`config.mk`:
```
export PLATFORM = sky130hd
export DESIGN_NAME = fwrs_ctrl
export DESIGN_NICKNAME = d
export VERILOG_FILES = /design/src/hw/rtl/fwrs_pkg.sv /design/src/hw/rtl/fwrs_ctrl.sv
export SDC_FILE = /design/constraint.sdc
export NUM_CORES = 1
export LEC_CHECK = 0
export BUFFER_PORTS_ARGS = -buffer_cell sky130_fd_sc_hd__buf_4
export CAP_MARGIN = 30
export CORE_AREA = 2 2 39 41
export DETAILED_ROUTE_END_ITERATION = 7
export DIE_AREA = 0 0 41 43
export SLEW_MARGIN = 0
export SYNTH_ARGS = -nofsm -noshare
export SYNTH_HDL_FRONTEND = slang
export SYNTH_SLANG_ARGS = --single-unit
```
`constraint.sdc`:
```
create_clock -name clk -period 1.6 [get_ports clk]
set_input_delay 0.08 -clock clk [delete_from_list [all_inputs] [get_ports clk]]
set_output_delay 0.08 -clock clk [all_outputs]
set_load 0.05 [all_outputs]
```
`src/hw/rtl/fwrs_pkg.sv`:
```
// shared constants, op codes and control/status types for the fifo with rear subtract
package fwrs_pkg;

  localparam int DATA_W       = 32;
  localparam int AMT_W        = 40;
  localparam int FILL_W       = 8;
  localparam int OP_W         = 2;
  localparam int DEF_CAPACITY = 128;
  localparam int OUT_TDATA_W  = 80;

  localparam logic [OP_W-1:0] OP_PUSH = 2'd0;
  localparam logic [OP_W-1:0] OP_POP  = 2'd1;
  localparam logic [OP_W-1:0] OP_SUB  = 2'd2;

  typedef struct packed {
    logic start;
    logic sub_eval;
    logic emit;
  } cmd_t;

  typedef struct packed {
    logic sub_go;
    logic sub_more;
    logic out_free;
  } status_t;

endpackage

```
`src/hw/rtl/fwrs_ctrl.sv`:
```
// controller state machine: sequences accept, subtract walk, front fetch and result emit
module fwrs_ctrl (
  input  logic             clk,
  input  logic             rst,
  input  logic             s_tvalid,
  output logic             s_tready,
  input  fwrs_pkg::status_t status,
  output fwrs_pkg::cmd_t    cmd
);

  localparam logic [2:0] ST_IDLE   = 3'd0;
  localparam logic [2:0] ST_SUB_RD = 3'd1;
  localparam logic [2:0] ST_SUB_EV = 3'd2;
  localparam logic [2:0] ST_FETCH  = 3'd3;
  localparam logic [2:0] ST_EMIT   = 3'd4;

  logic [2:0] state;
  logic [2:0] state_next;

  assign s_tready = (state == ST_IDLE);

  always_comb begin
    state_next   = state;
    cmd.start    = 1'b0;
    cmd.sub_eval = 1'b0;
    cmd.emit     = 1'b0;
    unique case (state)
      ST_IDLE: begin
        if (s_tvalid) begin
          cmd.start  = 1'b1;
          state_next = status.sub_go ? ST_SUB_RD : ST_FETCH;
        end
      end
      ST_SUB_RD: begin
        state_next = ST_SUB_EV;
      end
      ST_SUB_EV: begin
        cmd.sub_eval = 1'b1;
        state_next   = status.sub_more ? ST_SUB_RD : ST_FETCH;
      end
      ST_FETCH: begin
        state_next = ST_EMIT;
      end
      ST_EMIT: begin
        if (status.out_free) begin
          cmd.emit   = 1'b1;
          state_next = ST_IDLE;
        end
      end
      default: begin
        state_next = ST_IDLE;
      end
    endcase
  end

  always_ff @(posedge clk) begin
    if (rst) begin
      state <= ST_IDLE;
    end else begin
      state <= state_next;
    end
  end

endmodule

```
==> results by group, run 1 <==
Yosys
  – Mapped Nets: 22
  – Yosys cell types: 13
  – Ys Warns: 0
  – Register area share after synthesis: 41.7%
  – Synth Register Bits: 3
  – Gate Count Post-Synth: 16
  – Netlist Area Pre-Place: 144 um2
  – Syn_area_per_cell: 8.99 um2

Setup path
  – Critical path capture point type: primary output
  – Setup crit start kind: register
  – Reg2Reg Depth: 2
  – Critical path type: register to primary output
  – Logic depth of the worst path, buffers included: 3
  – FF-to-FF End: state[2]
  – CP max stage delay: 0.36 ns
  – R2R Path Start: state[0]
  – Critical-path cell list: nor3_2 -> and2_1 -> buf_4
  – Worst Path Buf+Inv: 1
  – CP max-delay cell: dfxtp_1
  – Top cell family by delay on the critical path: flip-flops
  – CP required: 1.52 ns
  – Max FO, Critical Path: 7
  – Worst EP arrival: 1.12 ns
  – R2R Setup Slk: 0.50 ns

Clock tree
  – Post-CTS Setup Repair Bufs: 0
  – Clk sink count: 3
  – Total CTS buffers: 3
  – H-tree Lvls: 1
  – Max Buffers Root-to-Sink: 2
  – CTS tree: done
  – Root Driver: clkbuf_4
  – Clock Latency Late Sink: 0.23 ns
  – Clk pin slew, worst setup/hold paths: 0.04 ns
  – Post-cts resize count: 0
  – CTS hold repair buffers: 0

Floorplan
  – Die Footprint: 1760 um2
  – Top Ports: 10
  – Die Y-Extent: 43 um
  – Placement Rows: 14
  – Initial core utilization: 10.4%
  – Core Region: 1380 um2
  – Die W: 41 um

Pwr
  – Sequential share of power: 29.8%
  – Clk pwr share: 41.4%
  – Pleak: 0.000111 uW
  – Switch share: 33.1%
  – Tot Pwr: 314 uW
  – Comb pwr share: 28.7%
  – Pint: 210 uW
  – Power per cell area: 1190 nW/um2
  – Max VDD drop: 175 uV
  – Switching power: 104 uW

Cells and area
  – Antenna cells: 0
  – Layout cells sized above 1: 44.8%
  – Top reg by flops: state
  – Number of flip-flops under the largest register name: 3
  – Fillers: 167
  – Nets: 36
  – Biggest regs: state: 3 flops
  – Area growth from synthesis to layout: 82.6%

Timing
  – Achievable Freq: 0.833 GHz
  – Max-slew violation count: 0
  – Layout Skew: 0.000178 ns
  – Period minus WS final: 1.20 ns
  – Final hold violation count: 0
  – Unrepaired setup endpoints after global routing: no
  – Final Cycle Share: 75.1%
  – Final worst setup slack: 0.399 ns
  – Max_slew headroom: 73.6%
  – Final Setup Violations: 0
  – Worst-Margin Slew: 0.386 ns

GRT
  – Global route overflow: 0
  – Antenna violations before repair: 0
  – Largest net degree at the start of global routing: 8
  – Number of global-route vias before repair: 147
  – Gr usage total: 5.12%
  – First-pass GRT wire length: 531 um

Route
  – DRC: 0
  – DRT Wirelength: 372 um
  – WL/cell: 8.27 um
  – DRT iter0 DRCs: 0
  – Avg Vias per Cell: 3.62
  – Pre-antenna DRT Iters: 1
  – ANT nets after route: 0
  – Via Count: 163

Status
  – Run status: complete, no violations

Placement
  – IO buf count: 9
  – Dpl ws: 0.485 ns
  – Placer Congestion: 0.614
  – Post-DP HPWL: 294 um

Job
  – Max cap viols: 0

Hold path
  – HP Start: rst
  – Hold path cells: 2
  – Worst Hold Class: input port to register
  – WHS Endpoint: state[2]
-- power groups by stage --
stage / logic (uW) / clock network [uW] / registers [uW]
2_1_floorplan: 60.3 / 0 / 92.2
4_1_cts: 91.3 / 137 / 93.5
5_1_grt: 95.2 / 140 / 95.3
3_5_place_dp: 91.2 / 0 / 94.7
3_3_place_gp: 90.5 / 0 / 93.8
6_report: 90.1 / 130 / 93.6
-- metal layers --
metal  part of all wire [%]  up-vias  track usage [%]  wire length (um)
met5                      0        -                0                 0
met4                      0        0             6.00                 0
met3                     14        0             3.14                51
met2                     47        6             6.56               176
met1                     39       69             4.81               144
li1                       -       88                -                 -
-- cell type report --
| class | instances | area, um2 | area share (%) |
|---|---|---|---|
| Tap cell | 16 | 20.0 | 7.62 |
| Clock buffer | 4 | 26.3 | 10.0 |
| Timing Repair Buffer | 9 | 67.6 | 25.7 |
| Multi-Input combinational cell | 13 | 88.8 | 33.8 |
| Sequential cell | 3 | 60.1 | 22.9 |
-- how the worst max path moves through the flow --
stage | from | to
after global routing | state[1] | cmd[1]
after global placement | state[0] | state[2]
after CTS | state[1] | cmd[1]
final | state[0] | cmd[2]
after floorplan | state[0] | cmd[2]
after detailed placement | state[0] | state[1]
-- metrics by stage --
stage	utilization [%]	area (um2)	setup TNS (ns)	hold slack (ns)	std cells
after floorplan	-	149	-0.125	0.149	16
after global placement	17.1	236	0	0.266	41
after detailed placement	17.1	236	0	0.267	41
after CTS	19.0	263	0	0.0218	45
after global routing	19.0	263	0	0.0284	45
final	19.0	263	0	0.0290	45
-- cells in the mapped netlist --
cell       number  area [um2]
nor3_1          1        5.00
a2111oi_0       1        8.76
nand3b_1        1        7.51
or4b_1          1        10.0
and3_1          1        6.26
nand2b_1        1        6.26
nor2_1          2        7.51
and2_1          1        6.26
a21oi_1         1        5.00
nor4_1          1        6.26
dfxtp_1         3        60.1
nor3b_1         1        7.51
o21a_1          1        7.51
-- placed cells by master, fill, tap and decap left out --
cell,n
a2111oi_0,1
a21oi_1,1
and2_1,1
and3_1,1
buf_4,9
clkbuf_1,1
clkbuf_4,3
dfxtp_1,3
nand2b_1,1
nand3b_1,1
nor2_1,2
nor3_2,1
nor3b_1,1
nor4_1,1
o21a_1,1
or4b_1,1
-- logic make-up after synthesis --
| family | after synthesis | share of synthesized area [%] |
|---|---|---|
| simple gates | 10 | 43.5 |
| compound gates | 3 | 14.8 |
| flops | 3 | 41.7 |
-- worst reg2reg max path, cell delays in order (launching register included) --
cell     delay [ns]
dfxtp_1        0.36
or4b_1         0.53
a21oi_1        0.15
Power figures use the tool's default switching activity.
==> inputs of run 2 (changes only) <==
- clock period: 1.6 -> 1.2 ns (I/O delays scaled with it)
==> results by group, run 2 (synthesis gave the netlist of run 1 again) <==
Setup path
  – CP max stage delay: 0.31 ns (was 0.36 ns)
  – CP max-delay cell: dfxtp_2 (was dfxtp_1)
  – Reg2Reg Depth: 2 (unchanged)
  – Setup crit start kind: register (unchanged)
  – R2R Setup Slk: 0.11 ns (was 0.50 ns)
  – FF-to-FF End: state[2] (unchanged)
  – R2R Path Start: state[0] (unchanged)
  – Worst EP arrival: 1.08 ns (was 1.12 ns)
  – Critical path capture point type: primary output (unchanged)
  – Critical-path cell list: buf_6 -> nor3_4 -> and2_4 -> buf_8 (was nor3_2 -> and2_1 -> buf_4)
  – Critical path type: register to primary output (unchanged)
  – Max FO, Critical Path: 6 (was 7)
  – CP required: 1.14 ns (was 1.52 ns)

Hold path
  – HP Start: status[0] (was rst)
  – WHS Endpoint: state[2] (unchanged)
  – Hold path cells: 3 (was 2)
  – Worst Hold Class: input port to register (unchanged)

Timing
  – Final worst setup slack: 0.0617 ns (was 0.399 ns)
  – Final Setup Violations: 0 (unchanged)
  – Period minus WS final: 1.14 ns
  – Achievable Freq: 0.878 GHz
  – Max-slew violation count: 0 (unchanged)
  – Final Cycle Share: 94.9%
  – Worst-Margin Slew: 0.346 ns (was 0.386 ns)
  – Hold_ws: 0.0973 ns (was 0.0290 ns)
  – Layout Skew: 0.0000224 ns (was 0.000178 ns)
  – Unrepaired setup endpoints after global routing: no (unchanged)
  – Max_slew headroom: 76.3% (was 73.6%)
  – Final hold violation count: 0 (unchanged)

Floorplan
  – Core Region: 1380 um2 (unchanged)
  – Top Ports: 10 (unchanged)
  – Initial core utilization: 10.4% (unchanged)
  – Placement Rows: 14 (unchanged)
  – Die Y-Extent: 43 um (unchanged)
  – Die Footprint: 1760 um2 (unchanged)
  – Die W: 41 um (unchanged)

Placement
  – Placer Congestion: 0.579 (was 0.614)
  – DP Area: 255 um2 (was 236 um2)
  – Post-DP HPWL: 310 um (was 294 um)
  – IO buf count: 9 (unchanged)
  – Dpl ws: 0.0757 ns (was 0.485 ns)

GRT
  – Antenna violations before repair: 0 (unchanged)
  – Gr usage total: 5.71% (was 5.12%)
  – First-pass GRT wire length: 593 um (was 531 um)
  – Number of global-route vias before repair: 172 (was 147)
  – Global route overflow: 0 (unchanged)
  – Largest net degree at the start of global routing: 8 (unchanged)

Cells and area
  – Nets: 38 (was 36)
  – Commonest non-fill, non-tap cell in the layout: buf_4 (unchanged)
  – Layout cells sized above 1: 64.5% (was 44.8%)
  – Biggest regs: state: 3 flops (unchanged)
  – Most frequent cells in the layout: buf_4 (8), clkbuf_4 (3), dfxtp_2 (3) (was buf_4 (9), clkbuf_4 (3), dfxtp_1 (3), nor2_1 (2))
  – Final Cell Area: 312 um2 (was 263 um2)
  – Antenna cells: 0 (unchanged)
  – Number of flip-flops under the largest register name: 3 (unchanged)
  – Top reg by flops: state (unchanged)
  – Area growth from synthesis to layout: 117% (was 82.6%)

Job
  – Max cap viols: 0 (unchanged)

Status
  – Run status: complete, no violations (unchanged)

Pwr
  – Max VDD drop: 231 uV (was 175 uV)
  – Power per cell area: 1440 nW/um2 (was 1190 nW/um2)
  – Pleak: 0.000132 uW (was 0.000111 uW)

Clock tree
  – CTS tree: done (unchanged)
  – Root Driver: clkbuf_4 (unchanged)
  – Clock Latency Late Sink: 0.23 ns (about the same)
  – H-tree Lvls: 1 (unchanged)
  – Max Buffers Root-to-Sink: 2 (unchanged)
  – Total CTS buffers: 3 (unchanged)
  – Clk pin slew, worst setup/hold paths: 0.04 ns (about the same)
  – Clk sink count: 3 (unchanged)

Route
  – DRT Wirelength: 400 um (was 372 um)
  – Via Count: 176 (was 163)
  – Avg Vias per Cell: 3.74 (was 3.62)
  – WL/cell: 8.51 um (was 8.27 um)
  – DRC: 0 (unchanged)
  – DRT iter0 DRCs: 1 (was 0)
  – ANT nets after route: 0 (unchanged)
  – Pre-antenna DRT Iters: 2 (was 1)
[run 2: worst max path at each step]
stage	slack, ns	end	from
after floorplan	-0.24	cmd[2]	state[0]
after global placement	0.09	state[2]	state[0]
after detailed placement	0.08	state[2]	state[0]
after CTS	0.002	cmd[2]	state[2]
after global routing	0.02	cmd[2]	state[2]
final	0.06	cmd[2]	state[2]
[run 2: final cells by class]
class / instances / area, um2
well taps: 16 / 20.0
flip-flops and latches: 3 / 63.8
clock buffers: 4 / 26.3
repair buffers: 11 / 96.3
multi-input cells: 13 / 105
fillers: 156 / 1070
[run 2: metal layers]
layer  global-route usage (%)  share of wire (%)  routed length, um  vias to the layer above
li1                         -                  -                  -                       90
met1                     3.51                 34                136                       80
met2                     8.75                 56                224                        6
met3                     4.71                9.8                 39                        0
met4                     6.00                  0                  0                        0
met5                        0                  0                  0                        -
[run 2: per-stage QoR]
step / power (uW) / util, % / instances / TNS (ns)
2_1_floorplan: 212 / - / 16 / -0.238
3_3_place_gp: 256 / 18.4 / 42 / 0
3_5_place_dp: 257 / 18.4 / 42 / 0
4_1_cts: 457 / 22.3 / 47 / 0
5_1_grt: 480 / 22.5 / 47 / 0
6_report: 449 / 22.5 / 47 / 0
[run 2: what timing repair did]
item	CTS	global route
gates resized for setup	7	1
pin swaps	1	2
endpoints found under the setup margin	2	2
buffers inserted	0	0
hold buffers	1	0
endpoints found under the hold margin	1	0
[run 2: worst max-delay path, delay by kind of cell (launching register included)]
family	cells	cell delay (ns)
flops	1	0.31
simple gates	2	0.27
buf+inv	2	0.25
[run 2: power by group]
part | switching, uW | leakage (uW) | internal (uW)
logic | 79.1 | 0.0000914 | 65.5
registers | 18.9 | 0.0000258 | 112
clock network | 49.1 | 0.0000150 | 124
==> inputs of run 3 (changes only) <==
- ABC_AREA: default -> 1
- GPL_ROUTABILITY_DRIVEN: default -> 0
==> results by group, run 3 <==
Floorplan
  – Core Region: 1380 um2 (unchanged)
  – Die W: 41 um (unchanged)
  – Die Footprint: 1760 um2 (unchanged)
  – Die Y-Extent: 43 um (unchanged)
  – Placement Rows: 14 (unchanged)
  – Top Ports: 10 (unchanged)
  – Initial core utilization: 12.1% (was 10.4%)

Pwr
  – Clk pwr share: 37.7% (was 38.7%)
  – Pleak: 0.000158 uW (was 0.000132 uW)
  – Comb pwr share: 34.7% (was 32.2%)
  – Switch share: 36.1% (was 32.8%)
  – Sequential share of power: 27.6% (was 29.1%)
  – Pint: 292 uW (was 301 uW)
  – Max VDD drop: 344 uV (was 231 uV)
  – Switching power: 165 uW (was 147 uW)
  – Power per cell area: 1500 nW/um2 (was 1440 nW/um2)

Cells and area
  – Multi-input logic area: 93.8 um2 (was 105 um2)
  – Antenna cells: 0 (unchanged)
  – Biggest regs: state: 3 flops (unchanged)
  – Area growth from synthesis to layout: 81.3% (was 117%)
  – Most frequent cells in the layout: inv_1 (7), buf_4 (7), nor2_2 (5), nand2_1 (4), nand3_1 (4) (was buf_4 (8), clkbuf_4 (3), dfxtp_2 (3))
  – Number of flip-flops under the largest register name: 3 (unchanged)
  – Reg area: 62.6 um2 (was 63.8 um2)
  – Top reg by flops: state (unchanged)
  – Nets: 48 (was 38)
  – Fillers: 165 (was 156)
  – Layout cells sized above 1: 48.8% (was 64.5%)

Yosys
  – Register area share after synthesis: 35.8% (was 41.7%)
  – Yosys cell types: 9 (was 13)
  – Ys flop type: dfxtp_1 (unchanged)
  – Most frequent cell after synthesis: inv_1 (was dfxtp_1)
  – Ys Warns: 0 (unchanged)
  – Post-synth top area share: 35.8% (was 41.7%)
  – Synth Register Bits: 3 (unchanged)
  – Gate Count Post-Synth: 28 (was 16)
  – Netlist Area Pre-Place: 168 um2 (was 144 um2)
  – Top cells by area, synth: dfxtp_1 (36%), inv_1 (16%), nand3_1 (12%) (was dfxtp_1 (42%), or4b_1 (7.0%), a2111oi_0 (6.1%))
  – Async S/R FF share, synth: 0% (unchanged)
  – Most frequent cells after synthesis: inv_1 (7), nor2_1 (5), nand2_1 (4), nand3_1 (4), dfxtp_1 (3) (was dfxtp_1 (3), nor2_1 (2))
  – Mapped Nets: 34 (was 22)
  – Synth area leader: dfxtp_1 (unchanged)
  – Number of synthesized flops with an enable pin: 0 (unchanged)
  – Syn_area_per_cell: 5.99 um2 (was 8.99 um2)

Route
  – ANT nets after route: 0 (unchanged)
  – DRT iter0 DRCs: 0 (was 1)
  – Via Count: 200 (was 176)
  – Avg Vias per Cell: 3.51 (was 3.74)
  – DRC: 0 (unchanged)
  – DRT Wirelength: 360 um (was 400 um)
  – Pre-antenna DRT Iters: 1 (was 2)
  – WL/cell: 6.32 um (was 8.51 um)

Setup path
  – Critical path type: register to primary output (unchanged)
  – Worst EP arrival: 1.08 ns (about the same)
  – CP required: 1.14 ns (about the same)
  – Setup crit start kind: register (unchanged)
  – R2R Setup Slk: 0.35 ns (was 0.11 ns)
  – Max FO, Critical Path: 5 (was 6)
  – Critical path capture point type: primary output (unchanged)

Clock tree
  – Post-CTS Setup Repair Bufs: 0 (unchanged)
  – Total CTS buffers: 3 (unchanged)
  – Clk pin slew, worst setup/hold paths: 0.04 ns (about the same)
  – CTS tree: done (unchanged)
  – H-tree Lvls: 1 (unchanged)
  – CTS hold repair buffers: 0 (was 1)
  – Clock Latency Late Sink: 0.23 ns (about the same)
  – Clk sink count: 3 (unchanged)
  – Max Buffers Root-to-Sink: 2 (unchanged)
  – Root Driver: clkbuf_4 (unchanged)

Timing
  – Max_slew headroom: 90.1% (was 76.3%)
  – Worst-Margin Slew: 0.147 ns (was 0.346 ns)
  – Final Cycle Share: 95.0% (was 94.9%)
  – Hold_ws: 0.0163 ns (was 0.0973 ns)
  – Total negative slack: 0 ns (unchanged)
  – Achievable Freq: 0.877 GHz (was 0.878 GHz)
  – Unrepaired setup endpoints after global routing: no (unchanged)
  – Period minus WS final: 1.14 ns (about the same)
  – Final Setup Violations: 0 (unchanged)
  – Final hold violation count: 0 (unchanged)
  – Layout Skew: 0.00194 ns (was 0.0000224 ns)
  – Max-slew violation count: 0 (unchanged)

Job
  – Max cap viols: 0 (unchanged)

Placement
  – IO buf count: 9 (unchanged)
  – Post-DP HPWL: 297 um (was 310 um)

Hold path
  – Worst Hold Class: input port to register (unchanged)

GRT
  – Gr usage total: 5.92% (was 5.71%)
  – Antenna violations before repair: 0 (unchanged)
  – Global route overflow: 0 (unchanged)
  – Number of global-route vias before repair: 169 (was 172)
  – Largest net degree at the start of global routing: 7 (was 8)
  – First-pass GRT wire length: 614 um (was 593 um)

Status
  – Run status: complete, no violations (unchanged)
==> run 3: cell types whose count changed after synthesis, moves of 2 or more <==
cell,before,now
nor2_2,0,2
nand3_1,0,4
nand2_1,0,4
inv_1,0,7
nor2_1,2,5
==> run 3: layout make-up <==
cell class,count,share of cell area [%]
Multi-Input combinational cell,18,30.9
Inverter,7,8.64
Sequential cell,3,20.6
Tap cell,16,6.58
Clock buffer,4,8.64
Timing Repair Buffer,9,24.7
==> run 3: per-layer routing <==
| metal | global-route usage [%] | up-vias | part of all wire (%) |
|---|---|---|---|
| met4 | 6.00 | 0 | 0 |
| met1 | 5.45 | 84 | 43 |
| met2 | 6.56 | 6 | 45 |
| li1 | - | 110 | - |
| met5 | 0 | - | 0 |
| met3 | 6.28 | 0 | 12 |
==> run 3: timing repair <==
| item | 4_1_cts | 5_1_grt |
|---|---|---|
| endpoints found under the hold margin | 0 | 0 |
| gates resized for setup | 0 | 5 |
| setup endpoints to repair | 0 | 3 |
==> run 3: worst max-delay path: stages (launching register included) <==
cell and delay, ns:
dfxtp_2 0.34, nor2_2 0.16, nand2_1 0.10, nor2_2 0.10, buf_6 0.16
==> run 3: path summary, 6_finish.rpt <==
check                start       end  cells past startpoint
setup / recovery  state[2]    cmd[2]                      4
hold / removal         rst  state[2]                      2
setup reg to reg  state[2]  state[0]                      4
hold reg to reg   state[0]  state[0]                      1
==> run 3: power by group through the flow <==
| stage | clock network (uW) | registers, uW | logic, uW |
|---|---|---|---|
| after floorplan | 0 | 123 | 110 |
| after global placement | 0 | 125 | 153 |
| after detailed placement | 0 | 125 | 155 |
| after CTS | 184 | 124 | 155 |
| after global routing | 201 | 128 | 171 |
| final | 172 | 126 | 158 |
==> run 3: kinds of logic (layout without fill, tap and decap cells) <==
group / count (synthesis) / in the layout / share of synthesized area, %
AND/OR/NAND/NOR: 16 / 16 / 42.5
buffers and inverters: 7 / 20 / 15.7
flip-flops: 3 / 3 / 35.8
AO/OA/AOI/OAI: 2 / 2 / 5.96
==> run 3: stage by stage <==
stage	power (uW)	instances	setup slack [ns]	util (%)	cell area (um2)
2_1_floorplan	233	28	0.104	-	178
3_3_place_gp	278	53	0.283	19.2	265
3_5_place_dp	280	53	0.261	19.2	265
4_1_cts	463	57	0.0110	21.1	292
5_1_grt	500	57	0.00953	22.0	304
6_report	457	57	0.0595	22.0	304
